**src/rtl/prgb_pkg.sv**
```systemverilog
`timescale 1ns / 1ps

package prgb_pkg;

  // Request codes carried in req_type
  typedef enum logic [1:0] {
    REQ_SET   = 2'd0,
    REQ_CLEAR = 2'd1,
    REQ_SHOW  = 2'd2,
    REQ_TICK  = 2'd3
  } req_t;

  // Configuration register indexes
  typedef enum logic [2:0] {
    CFG_LEDS_IN_USE = 3'd0,
    CFG_HIGH_TICKS  = 3'd1,
    CFG_DATA_TICKS  = 3'd2,
    CFG_LOW_TICKS   = 3'd3,
    CFG_RESET_TICKS = 3'd4
  } cfg_idx_t;

  localparam int CFG_IDX_W  = 3;
  localparam int CFG_DATA_W = 16;
  localparam int LINES_W    = 8;
  localparam int STRIP_W    = 3;
  localparam int LED_W      = 5;
  localparam int COLOR_W    = 24;
  localparam int TICK_W     = 16;
  localparam int BIT_W      = 5;

  // Register reset values
  localparam logic [5:0]  LEDS_RST  = 6'd30;
  localparam logic [7:0]  HIGH_RST  = 8'd7;
  localparam logic [7:0]  DATA_RST  = 8'd6;
  localparam logic [7:0]  LOW_RST   = 8'd7;
  localparam logic [15:0] RESET_RST = 16'd1000;

  // Controller states: the four waveform phases plus the store clearing sweep
  typedef enum logic [2:0] {
    ST_CLEAR,
    ST_IDLE,
    ST_LOW,
    ST_HIGH,
    ST_DATA
  } state_t;

  // Phase tick counter operations
  typedef enum logic [2:0] {
    CNT_HOLD,
    CNT_DEC,
    CNT_RESET,
    CNT_HIGH,
    CNT_DATA,
    CNT_LOW
  } cnt_op_t;

  // Line level register operations
  typedef enum logic [1:0] {
    LV_KEEP,
    LV_ZERO,
    LV_ALL,
    LV_DATA
  } lv_op_t;

  typedef struct packed {
    logic    sweep_en;
    logic    wr_en;
    cnt_op_t cnt_op;
    logic    idx_clr;
    logic    bit_adv;
    lv_op_t  lv_op;
    logic    out_load;
    logic    out_busy;
    logic    out_done;
  } cmd_t;

  typedef struct packed {
    logic cnt_gt1;
    logic led_done;
    logic sweep_last;
  } stat_t;

endpackage

```
**src/rtl/prgb_ctrl.sv**
```systemverilog
`timescale 1ns / 1ps

module prgb_ctrl (
  input  logic            clk,
  input  logic            rst_n,
  input  logic            in_valid,
  output logic            in_ready,
  input  logic [1:0]      req_type,
  output logic            out_valid,
  input  logic            out_ready,
  input  prgb_pkg::stat_t st,
  output prgb_pkg::cmd_t  cmd
);

  prgb_pkg::state_t state_r, state_nxt;
  logic             out_valid_r, out_valid_nxt;
  logic             accept;
  prgb_pkg::req_t   req;

  always_ff @(posedge clk) begin
    if (!rst_n) begin
      state_r     <= prgb_pkg::ST_CLEAR;
      out_valid_r <= 1'b0;
    end else begin
      state_r     <= state_nxt;
      out_valid_r <= out_valid_nxt;
    end
  end

  // Next state and datapath commands
  always_comb begin
    req          = prgb_pkg::req_t'(req_type);
    in_ready     = (state_r != prgb_pkg::ST_CLEAR) && (!out_valid_r || out_ready);
    accept       = in_valid && in_ready;
    state_nxt    = state_r;
    cmd          = '0;
    cmd.cnt_op   = prgb_pkg::CNT_HOLD;
    cmd.lv_op    = prgb_pkg::LV_KEEP;
    cmd.out_load = accept;

    if (state_r == prgb_pkg::ST_CLEAR) begin
      cmd.sweep_en = 1'b1;
      if (st.sweep_last) begin
        state_nxt = prgb_pkg::ST_IDLE;
      end
    end else if (accept) begin
      if (req == prgb_pkg::REQ_TICK) begin
        if (state_r != prgb_pkg::ST_IDLE) begin
          if (st.cnt_gt1) begin
            cmd.cnt_op = prgb_pkg::CNT_DEC;
          end else begin
            case (state_r)
              prgb_pkg::ST_LOW: begin
                if (st.led_done) begin
                  state_nxt    = prgb_pkg::ST_IDLE;
                  cmd.lv_op    = prgb_pkg::LV_ZERO;
                  cmd.out_done = 1'b1;
                end else begin
                  state_nxt  = prgb_pkg::ST_HIGH;
                  cmd.cnt_op = prgb_pkg::CNT_HIGH;
                  cmd.lv_op  = prgb_pkg::LV_ALL;
                end
              end
              prgb_pkg::ST_HIGH: begin
                state_nxt  = prgb_pkg::ST_DATA;
                cmd.cnt_op = prgb_pkg::CNT_DATA;
                cmd.lv_op  = prgb_pkg::LV_DATA;
              end
              prgb_pkg::ST_DATA: begin
                state_nxt   = prgb_pkg::ST_LOW;
                cmd.cnt_op  = prgb_pkg::CNT_LOW;
                cmd.lv_op   = prgb_pkg::LV_ZERO;
                cmd.bit_adv = 1'b1;
              end
              default: ;
            endcase
          end
        end
      end else if (state_r == prgb_pkg::ST_IDLE) begin
        case (req)
          prgb_pkg::REQ_SET:   cmd.wr_en = 1'b1;
          prgb_pkg::REQ_CLEAR: state_nxt = prgb_pkg::ST_CLEAR;
          prgb_pkg::REQ_SHOW: begin
            state_nxt   = prgb_pkg::ST_LOW;
            cmd.cnt_op  = prgb_pkg::CNT_RESET;
            cmd.lv_op   = prgb_pkg::LV_ZERO;
            cmd.idx_clr = 1'b1;
          end
          default: ;
        endcase
      end
    end

    cmd.out_busy = (state_nxt != prgb_pkg::ST_IDLE) && (state_nxt != prgb_pkg::ST_CLEAR);
  end

  // Result register occupancy
  always_comb begin
    if (accept) begin
      out_valid_nxt = 1'b1;
    end else if (out_ready) begin
      out_valid_nxt = 1'b0;
    end else begin
      out_valid_nxt = out_valid_r;
    end
  end

  assign out_valid = out_valid_r;

  // Nothing is taken while the store is being swept
  a_no_accept_clear: assert property (@(posedge clk) disable iff (!rst_n)
    (state_r == prgb_pkg::ST_CLEAR) |-> !in_ready)
    else $error("request accepted during store clear");

  // The sweep ends after its last row
  a_sweep_end: assert property (@(posedge clk) disable iff (!rst_n)
    (state_r == prgb_pkg::ST_CLEAR && st.sweep_last) |=> (state_r == prgb_pkg::ST_IDLE))
    else $error("store clear did not finish on its last row");

  // End of frame is reported with busy dropped
  a_done_idle: assert property (@(posedge clk) disable iff (!rst_n)
    cmd.out_done |-> (!cmd.out_busy && state_r == prgb_pkg::ST_LOW))
    else $error("frame end flagged outside the final low time");

  // An accepted request always leaves a result behind
  a_result: assert property (@(posedge clk) disable iff (!rst_n)
    accept |=> out_valid_r)
    else $error("accepted request produced no result");

endmodule

```
**config.mk**
```make
export PLATFORM = sky130hd
export DESIGN_NAME = prgb_ctrl
export DESIGN_NICKNAME = d
export VERILOG_FILES = /design/src/rtl/prgb_pkg.sv /design/src/rtl/prgb_ctrl.sv
export SDC_FILE = /design/constraint.sdc
export NUM_CORES = 1
export LEC_CHECK = 0
export BUFFER_PORTS_ARGS = -buffer_cell sky130_fd_sc_hd__clkbuf_2
export CORE_AREA = 2 2 39 41
export DETAILED_ROUTE_END_ITERATION = 10
export DIE_AREA = 0 0 41 43
export PLACE_DENSITY = 0.66
export SYNTH_ARGS = -nofsm -noshare
export SYNTH_HDL_FRONTEND = slang
export SYNTH_SLANG_ARGS = --single-unit
```
**constraint.sdc**
```tcl
create_clock -name clk -period 2 [get_ports clk]
set_clock_uncertainty 0.15 [all_clocks]
set_input_delay 0.2 -clock clk [delete_from_list [all_inputs] [get_ports clk]]
set_output_delay 0.2 -clock clk [all_outputs]
set_load 0.05 [all_outputs]
```
==> metrics.txt, run 1 <==
# TYPE chip_impl_metric gauge
chip_impl_info{name="status",value="completed"} 1
chip_impl_metric{name="final_core_util",unit="%"} 55.24
chip_impl_metric{name="pins_over_slew_limit",unit=""} 0
chip_impl_info{name="clock-root-buffer",value="sky130_fd_sc_hd__clkbuf_4"} 1
chip_impl_metric{name="fmaxAchievable",unit="MHz"} 503.6
chip_impl_metric{name="postRouteAntennaNets",unit=""} 0
chip_impl_metric{name="num_vias",unit=""} 614
chip_impl_metric{name="drtPass1Iterations",unit=""} 4
chip_impl_metric{name="insertion_delay",unit="ns"} 0.23
chip_impl_metric{name="placed_area",unit="um^2"} 685.7
chip_impl_info{name="worstHoldStart",value="rst_n"} 1
chip_impl_metric{name="tightest_slew",unit="ns"} 0.3225
chip_impl_metric{name="leakagePower",unit="nW"} 0.3478
chip_impl_metric{name="grt_first_pass_wirelength",unit="um"} 1959
chip_impl_info{name="critPathCaptureType",value="output pin"} 1
chip_impl_metric{name="die_width",unit="um"} 41
chip_impl_metric{name="mappedNetlistNets",unit=""} 89
chip_impl_metric{name="die_h",unit="um"} 43
chip_impl_metric{name="synth_edf_count",unit=""} 0
chip_impl_info{name="worstHoldPathType",value="in2reg"} 1
chip_impl_info{name="reg2reg_from",value="state_r[2]"} 1
chip_impl_metric{name="power",unit="mW"} 0.3352
chip_impl_metric{name="post_layout_nonfiller_instances",unit=""} 119
chip_impl_metric{name="synth.avg_cell_area",unit="um^2"} 6.695
chip_impl_info{name="worst_setup_path_start_kind",value="register"} 1
chip_impl_metric{name="hold_viol_final",unit=""} 0
chip_impl_metric{name="total_cts_buffers",unit=""} 3
chip_impl_info{name="rsz_0062_raised_after_global_routing",value="true"} 1
chip_impl_info{name="worst_path_max_delay_cell",value="sky130_fd_sc_hd__dfxtp_2"} 1
chip_impl_metric{name="min_period_over_period",unit="%"} 99.28
chip_impl_metric{name="clockBufferDepth",unit=""} 2
chip_impl_metric{name="worst_hold_path.num_cells",unit=""} 2
chip_impl_metric{name="synth.top_cell.area_share",unit="%"} 15.53
chip_impl_metric{name="route.detailed.vias_per_inst",unit=""} 5.160
chip_impl_metric{name="post-route-min-period",unit="ns"} 1.986
chip_impl_metric{name="netlist_area",unit="um^2"} 515.5
chip_impl_info{name="synth_area_leader_cell",value="sky130_fd_sc_hd__dfxtp_1"} 1
chip_impl_metric{name="crit_path_max_incr_delay",unit="ns"} 0.35
chip_impl_metric{name="num_io_pins",unit=""} 23
chip_impl_metric{name="synth_cells",unit=""} 77
chip_impl_metric{name="antenna-diode-count",unit=""} 0
chip_impl_metric{name="ys.warnings.count",unit=""} 0
chip_impl_metric{name="flow.area_growth_from_synthesis",unit="%"} 48.30
chip_impl_metric{name="routed_wire_length_per_instance",unit="um"} 11.23
chip_impl_metric{name="cts_htree_levels",unit=""} 1
chip_impl_metric{name="finalWeightedCongestion",unit=""} 0.8498
chip_impl_metric{name="fp.dieArea",unit="mm^2"} 0.001763
chip_impl_info{name="cts_tree",value="built"} 1
chip_impl_metric{name="layout.nets",unit=""} 117
chip_impl_metric{name="timing.reg2reg.setup_slack",unit="ns"} 0.58
chip_impl_metric{name="post-cts-setup-buffer-count",unit=""} 0
chip_impl_metric{name="worst-endpoint-arrival",unit="ns"} 1.64
chip_impl_metric{name="std_cell_rows",unit=""} 14
chip_impl_metric{name="worst-endpoint-required",unit="ns"} 1.65
chip_impl_metric{name="yosysUniqueCellTypes",unit=""} 34
chip_impl_metric{name="grt_overflow",unit=""} 0
chip_impl_metric{name="relSlewSlack",unit="%"} 78.22
chip_impl_metric{name="numClockSinks",unit=""} 4
chip_impl_metric{name="dpl.hpwl",unit="um"} 1093
chip_impl_metric{name="synth_async_sr_flop_share",unit="%"} 0
chip_impl_metric{name="final_instance_area",unit="um^2"} 764.5
chip_impl_metric{name="drc_errors",unit=""} 0
chip_impl_metric{name="groute.usage.overall",unit="%"} 15.85
chip_impl_metric{name="routed_wirelength",unit="um"} 1336
chip_impl_metric{name="io_buffer_count",unit=""} 22
chip_impl_metric{name="irDropWorstVdd",unit="mV"} 0.3608
chip_impl_metric{name="worstRegToRegCells",unit=""} 5
chip_impl_metric{name="total_negative_setup_slacks",unit="ns"} 0
chip_impl_info{name="critical_path.reg2reg.endpoint",value="state_r[1]"} 1
chip_impl_metric{name="max_cap_violations",unit=""} 0
chip_impl_metric{name="start_util",unit="%"} 37.25
chip_impl_info{name="holdPathEnd",value="state_r[2]"} 1
chip_impl_metric{name="crit_path_max_fanout",unit=""} 8
chip_impl_metric{name="antenna_found_initial",unit=""} 0
chip_impl_metric{name="number_of_drc_markers_after_the_initial_detailed_route_iteration",unit=""} 14
chip_impl_info{name="worstPathCellList",value="buf_4, nor4_2, o221ai_1, or2_1, buf_12"} 1
chip_impl_metric{name="first_global_vias",unit=""} 531
chip_impl_info{name="worst_setup_path_type",value="reg2out"} 1
chip_impl_metric{name="yosysSeqAreaShare",unit="%"} 15.53
chip_impl_metric{name="placed_cells",unit=""} 116
chip_impl_metric{name="grt_max_degree",unit=""} 10
chip_impl_metric{name="post_route_cells_drive_above_1_share",unit="%"} 41.75
chip_impl_metric{name="core_outline_area",unit="mm^2"} 0.001384
chip_impl_metric{name="synthesized_flop_and_latch_total",unit=""} 4
chip_impl_metric{name="finalSetupViolations",unit=""} 0
chip_impl_info{name="synth_area_leaders",value="sky130_fd_sc_hd__dfxtp_1, sky130_fd_sc_hd__nand2_1, sky130_fd_sc_hd__ha_1, sky130_fd_sc_hd__nor2_1, sky130_fd_sc_hd__inv_1"} 1
chip_impl_info{name="synth-main-ff-cell",value="sky130_fd_sc_hd__dfxtp_1"} 1
chip_impl_metric{name="power.density",unit="mW/mm^2"} 438.4
chip_impl_metric{name="clock_pin_transition_on_the_worst_setup_and_hold_timing_paths",unit="ns"} 0.04
kinds of logic (layout without fill, tap and decap cells):
family | after synthesis | count (layout) | synth area share [%]
flops | 4 | 4 | 15.53
compound gates | 20 | 20 | 27.68
fa+ha+maj | 3 | 3 | 7.282
buf+inv | 12 | 38 | 10.68
simple gates | 38 | 38 | 38.83
registers in the layout, summed over array words and instances, names as in the netlist:
name / flops
out_valid: 1
state_r: 3
per-layer routing:
metal / wire length [um] / up-vias / share of wire (%) / global-route usage [%]
li1: - / 320 / - / -
met1: 591 / 282 / 44 / 17.95
met2: 707 / 12 / 53 / 26.25
met3: 38 / 0 / 2.8 / 4.712
met4: 0 / 0 / 0 / 6.000
met5: 0 / - / 0 / 0
power breakdown:
group	internal [mW]	switching (mW)
logic	0.0524	0.0977
clock network	0.0667	0.0280
registers	0.0842	0.00621
total	0.203	0.132
worst max-delay path by stage:
stage | startpoint | endpoint | cells after the start
after floorplan | out_valid | cmd[0] | 5
after global placement | state_r[2] | cmd[0] | 6
after detailed placement | state_r[2] | cmd[0] | 6
after CTS | state_r[0] | cmd[1] | 6
after global routing | state_r[2] | cmd[1] | 6
final | state_r[1] | cmd[1] | 5
per-stage QoR:
step,setup WS (ns),hold slack (ns)
2_1_floorplan,-0.2736,0.1717
3_3_place_gp,0.07448,0.2963
3_5_place_dp,0.08105,0.2915
4_1_cts,-0.001204,0.05247
5_1_grt,-0.08390,0.05183
6_report,0.01435,0.06449
what timing repair did:
item | in CTS | in global routing
hold buffers | 0 | 0
pin swaps | 2 | 2
resized for setup | 13 | 11
hold endpoints to repair | 0 | 0
endpoints found under the setup margin | 6 | 8
layout make-up:
class	instances	area, um^2
clock buffer	3	22.52
fill	135	619.3
sequential	4	86.33
inverter	8	30.03
tap	16	20.02
multi-input combinational	61	415.4
timing repair buffer	27	190.2
Yosys cell counts, drive strengths merged (2+ instances only):
library cell	number
nand2	11
nor2	9
inv	8
a21oi	4
buf	4
dfxtp	4
o21ai	4
ha	3
nand2b	3
and2	2
nand3	2
nor2b	2
nor4	2
o41ai	2
cells in the final DEF, fill, tap and decap left out, drive strengths merged, types with 3 or more instances in the layout:
cell,instances
o21ai,4
nor2,9
ha,3
buf,10
inv,8
dfxtp,4
a21oi,4
clkbuf,20
nand2,11
nand2b,3
critical path: cells and delay by family (launching register included):
family | cells | cell delay (ns)
flip-flops | 1 | 0.35
AND/OR/NAND/NOR | 2 | 0.55
AO/OA/AOI/OAI | 1 | 0.16
buffers and inverters | 2 | 0.33
Note: power is estimated with default switching activity, not from simulation.
==> run 2: changes to the inputs <==
==> constraint.sdc (replaced) <==
create_clock -name clk -period 2 [get_ports clk]
set_clock_uncertainty 0.15 [all_clocks]
set_input_delay 0.1 -clock clk [delete_from_list [all_inputs] [get_ports clk]]
set_output_delay 0.1 -clock clk [all_outputs]
set_load 0.05 [all_outputs]
==> metrics.txt, run 2 (same netlist as run 1, synthesis figures left out) <==
# TYPE chip_impl_metric gauge
chip_impl_metric{name="insertion_delay",unit="ns"} 0.24
chip_impl_metric{name="internal_power",unit="mW"} 0.1980
chip_impl_metric{name="grt_util_met3",unit="%"} 5.759
chip_impl_metric{name="worst-endpoint-arrival",unit="ns"} 1.70
chip_impl_metric{name="die_width",unit="um"} 41
chip_impl_metric{name="timing.reg2reg.setup_slack",unit="ns"} 0.50
chip_impl_metric{name="total_cts_buffers",unit=""} 3
chip_impl_metric{name="clockBufferDepth",unit=""} 2
chip_impl_metric{name="tightest_slew",unit="ns"} 0.3197
chip_impl_metric{name="hold_slack",unit="ns"} 0.01178
chip_impl_metric{name="regArea",unit="um^2"} 91.34
chip_impl_metric{name="crit_path_max_fanout",unit=""} 8
chip_impl_metric{name="clock_pin_transition_on_the_worst_setup_and_hold_timing_paths",unit="ns"} 0.04
chip_impl_metric{name="fillers",unit=""} 143
chip_impl_metric{name="placed_area",unit="um^2"} 663.1
chip_impl_metric{name="relSlewSlack",unit="%"} 78.52
chip_impl_metric{name="worst-endpoint-required",unit="ns"} 1.75
chip_impl_metric{name="power.share.sequential",unit="%"} 27.4
chip_impl_metric{name="drc_errors",unit=""} 0
chip_impl_metric{name="dpl.hpwl",unit="um"} 1079
chip_impl_metric{name="start_util",unit="%"} 37.25
chip_impl_metric{name="routed_wire_length_per_instance",unit="um"} 11.97
chip_impl_metric{name="power.density",unit="mW/mm^2"} 448.4
chip_impl_info{name="status",value="completed"} 1
chip_impl_metric{name="num_io_pins",unit=""} 23
chip_impl_metric{name="grt_use_met2",unit="%"} 24.69
chip_impl_metric{name="flow.area_growth_from_synthesis",unit="%"} 47.33
chip_impl_info{name="worst_setup_path_type",value="reg2out"} 1
chip_impl_metric{name="std_cell_rows",unit=""} 14
chip_impl_metric{name="first_global_vias",unit=""} 556
chip_impl_info{name="worst_setup_path_start_kind",value="register"} 1
chip_impl_info{name="clock-root-buffer",value="sky130_fd_sc_hd__clkbuf_4"} 1
chip_impl_metric{name="antenna_found_initial",unit=""} 0
chip_impl_metric{name="irDropWorstVdd",unit="mV"} 0.3581
chip_impl_info{name="critPathCaptureType",value="output pin"} 1
chip_impl_metric{name="met1_track_usage_gr",unit="%"} 23.23
chip_impl_metric{name="fp.dieArea",unit="mm^2"} 0.001763
chip_impl_metric{name="min_period_over_period",unit="%"} 97.51
chip_impl_metric{name="finalWeightedCongestion",unit=""} 0.8527
chip_impl_info{name="cts_tree",value="built"} 1
chip_impl_metric{name="hold_viol_final",unit=""} 0
chip_impl_metric{name="switching_share",unit="%"} 41.85
chip_impl_info{name="largest-register",value="state_r"} 1
chip_impl_metric{name="final_core_util",unit="%"} 54.88
chip_impl_metric{name="power.share.clock",unit="%"} 30.5
chip_impl_metric{name="layout.nets",unit=""} 117
chip_impl_metric{name="leakagePower",unit="nW"} 0.3487
chip_impl_metric{name="grt_max_degree",unit=""} 12
chip_impl_metric{name="num_vias",unit=""} 630
chip_impl_metric{name="groute.usage.overall",unit="%"} 17.69
chip_impl_metric{name="post_route_cells_drive_above_1_share",unit="%"} 39.81
chip_impl_metric{name="antenna-diode-count",unit=""} 0
chip_impl_metric{name="numClockSinks",unit=""} 4
chip_impl_metric{name="drtPass1Iterations",unit=""} 4
chip_impl_metric{name="fmaxAchievable",unit="MHz"} 512.8
chip_impl_info{name="layout.cells.most_common",value="sky130_fd_sc_hd__clkbuf_2"} 1
chip_impl_metric{name="postRouteAntennaNets",unit=""} 0
chip_impl_metric{name="switching_power",unit="mW"} 0.1425
chip_impl_metric{name="routed_wirelength",unit="um"} 1424
chip_impl_metric{name="final_instance_area",unit="um^2"} 759.5
chip_impl_metric{name="number_of_drc_markers_after_the_initial_detailed_route_iteration",unit=""} 5
chip_impl_metric{name="max_cap_violations",unit=""} 0
chip_impl_metric{name="total_negative_setup_slacks",unit="ns"} 0
chip_impl_metric{name="pins_over_slew_limit",unit=""} 0
chip_impl_info{name="mostFrequentLayoutCells",value="sky130_fd_sc_hd__clkbuf_2, sky130_fd_sc_hd__nand2_1, sky130_fd_sc_hd__nor2_1"} 1
chip_impl_metric{name="grt_first_pass_wirelength",unit="um"} 2208
chip_impl_metric{name="core_outline_area",unit="mm^2"} 0.001384
chip_impl_metric{name="grt_overflow",unit=""} 0
chip_impl_metric{name="cts_htree_levels",unit=""} 1
chip_impl_metric{name="post-route-min-period",unit="ns"} 1.950
chip_impl_metric{name="multi_input_comb_area",unit="um^2"} 431.7
chip_impl_metric{name="finalSetupViolations",unit=""} 0
chip_impl_metric{name="io_buffer_count",unit=""} 22
chip_impl_metric{name="comb_power_share",unit="%"} 42.1
chip_impl_metric{name="die_h",unit="um"} 43
chip_impl_metric{name="route.detailed.vias_per_inst",unit=""} 5.294
chip_impl_metric{name="flip_flop_count_of_the_largest_register_after_layout",unit=""} 3
chip_impl_info{name="grt-busiest-layer",value="met2"} 1
chip_impl_info{name="worstHoldPathType",value="in2reg"} 1
## run 2: cell types whose count changed in the layout (fill, tap and decap cells not counted), sizes merged
| cell | previous run | this run |
|---|---|---|
| buf | 10 | 9 |
| dlygate4sd3 | 0 | 1 |
## run 2: final cells by class
type | count | share of cell area, %
Inverter | 8 | 3.954
Multi-Input combinational cell | 61 | 56.84
Clock buffer | 3 | 2.965
Timing Repair Buffer | 27 | 21.58
Sequential cell | 4 | 12.03
Tap cell | 16 | 2.636
## run 2: layer usage
metal	vias to the layer above	wire length (um)
li1	322	-
met1	283	582
met2	19	723
met3	6	67
met4	0	51
met5	-	0
## run 2: per-stage QoR
step | total power [mW] | std cells | worst slack, ns
after floorplan | 0.1904 | 77 | -0.1736
after global placement | 0.2279 | 115 | 0.1586
after detailed placement | 0.2281 | 115 | 0.1505
after CTS | 0.3328 | 119 | 0.02074
after global routing | 0.3589 | 119 | -0.02600
final | 0.3405 | 119 | 0.04990
## run 2: power by group through the flow
stage / logic [mW] / clock network [mW] / registers [mW]
2_1_floorplan: 0.0952 / 0 / 0.0952
3_3_place_gp: 0.134 / 0 / 0.0941
3_5_place_dp: 0.134 / 0 / 0.0944
4_1_cts: 0.137 / 0.102 / 0.0936
5_1_grt: 0.157 / 0.107 / 0.0947
6_report: 0.143 / 0.104 / 0.0932
## run 2: what timing repair did
action | in CTS | in global routing
resized for setup | 6 | 17
hold buffers | 1 | 0
setup endpoints to repair | 3 | 8
endpoints found under the hold margin | 4 | 0
gates cloned | 0 | 0
pin swaps | 0 | 3
buffers inserted | 0 | 0
## run 2: final timing paths
| kind | startpoint | to | depth (start not counted) |
|---|---|---|---|
| worst min-delay path | st[0] | state_r[0] | 3 |
| worst max register to register | state_r[1] | state_r[1] | 4 |
| worst min register to register | state_r[0] | state_r[0] | 2 |
| worst max-delay path | state_r[1] | cmd[1] | 5 |
## run 2: worst max-delay path, cell delays in order, from the launching register on
cell and delay (ns):
sky130_fd_sc_hd__dfxtp_4 0.36, sky130_fd_sc_hd__nor4b_4 0.31, sky130_fd_sc_hd__a211oi_2 0.09, sky130_fd_sc_hd__o41ai_2 0.37
sky130_fd_sc_hd__or2_1 0.17, sky130_fd_sc_hd__buf_6 0.16
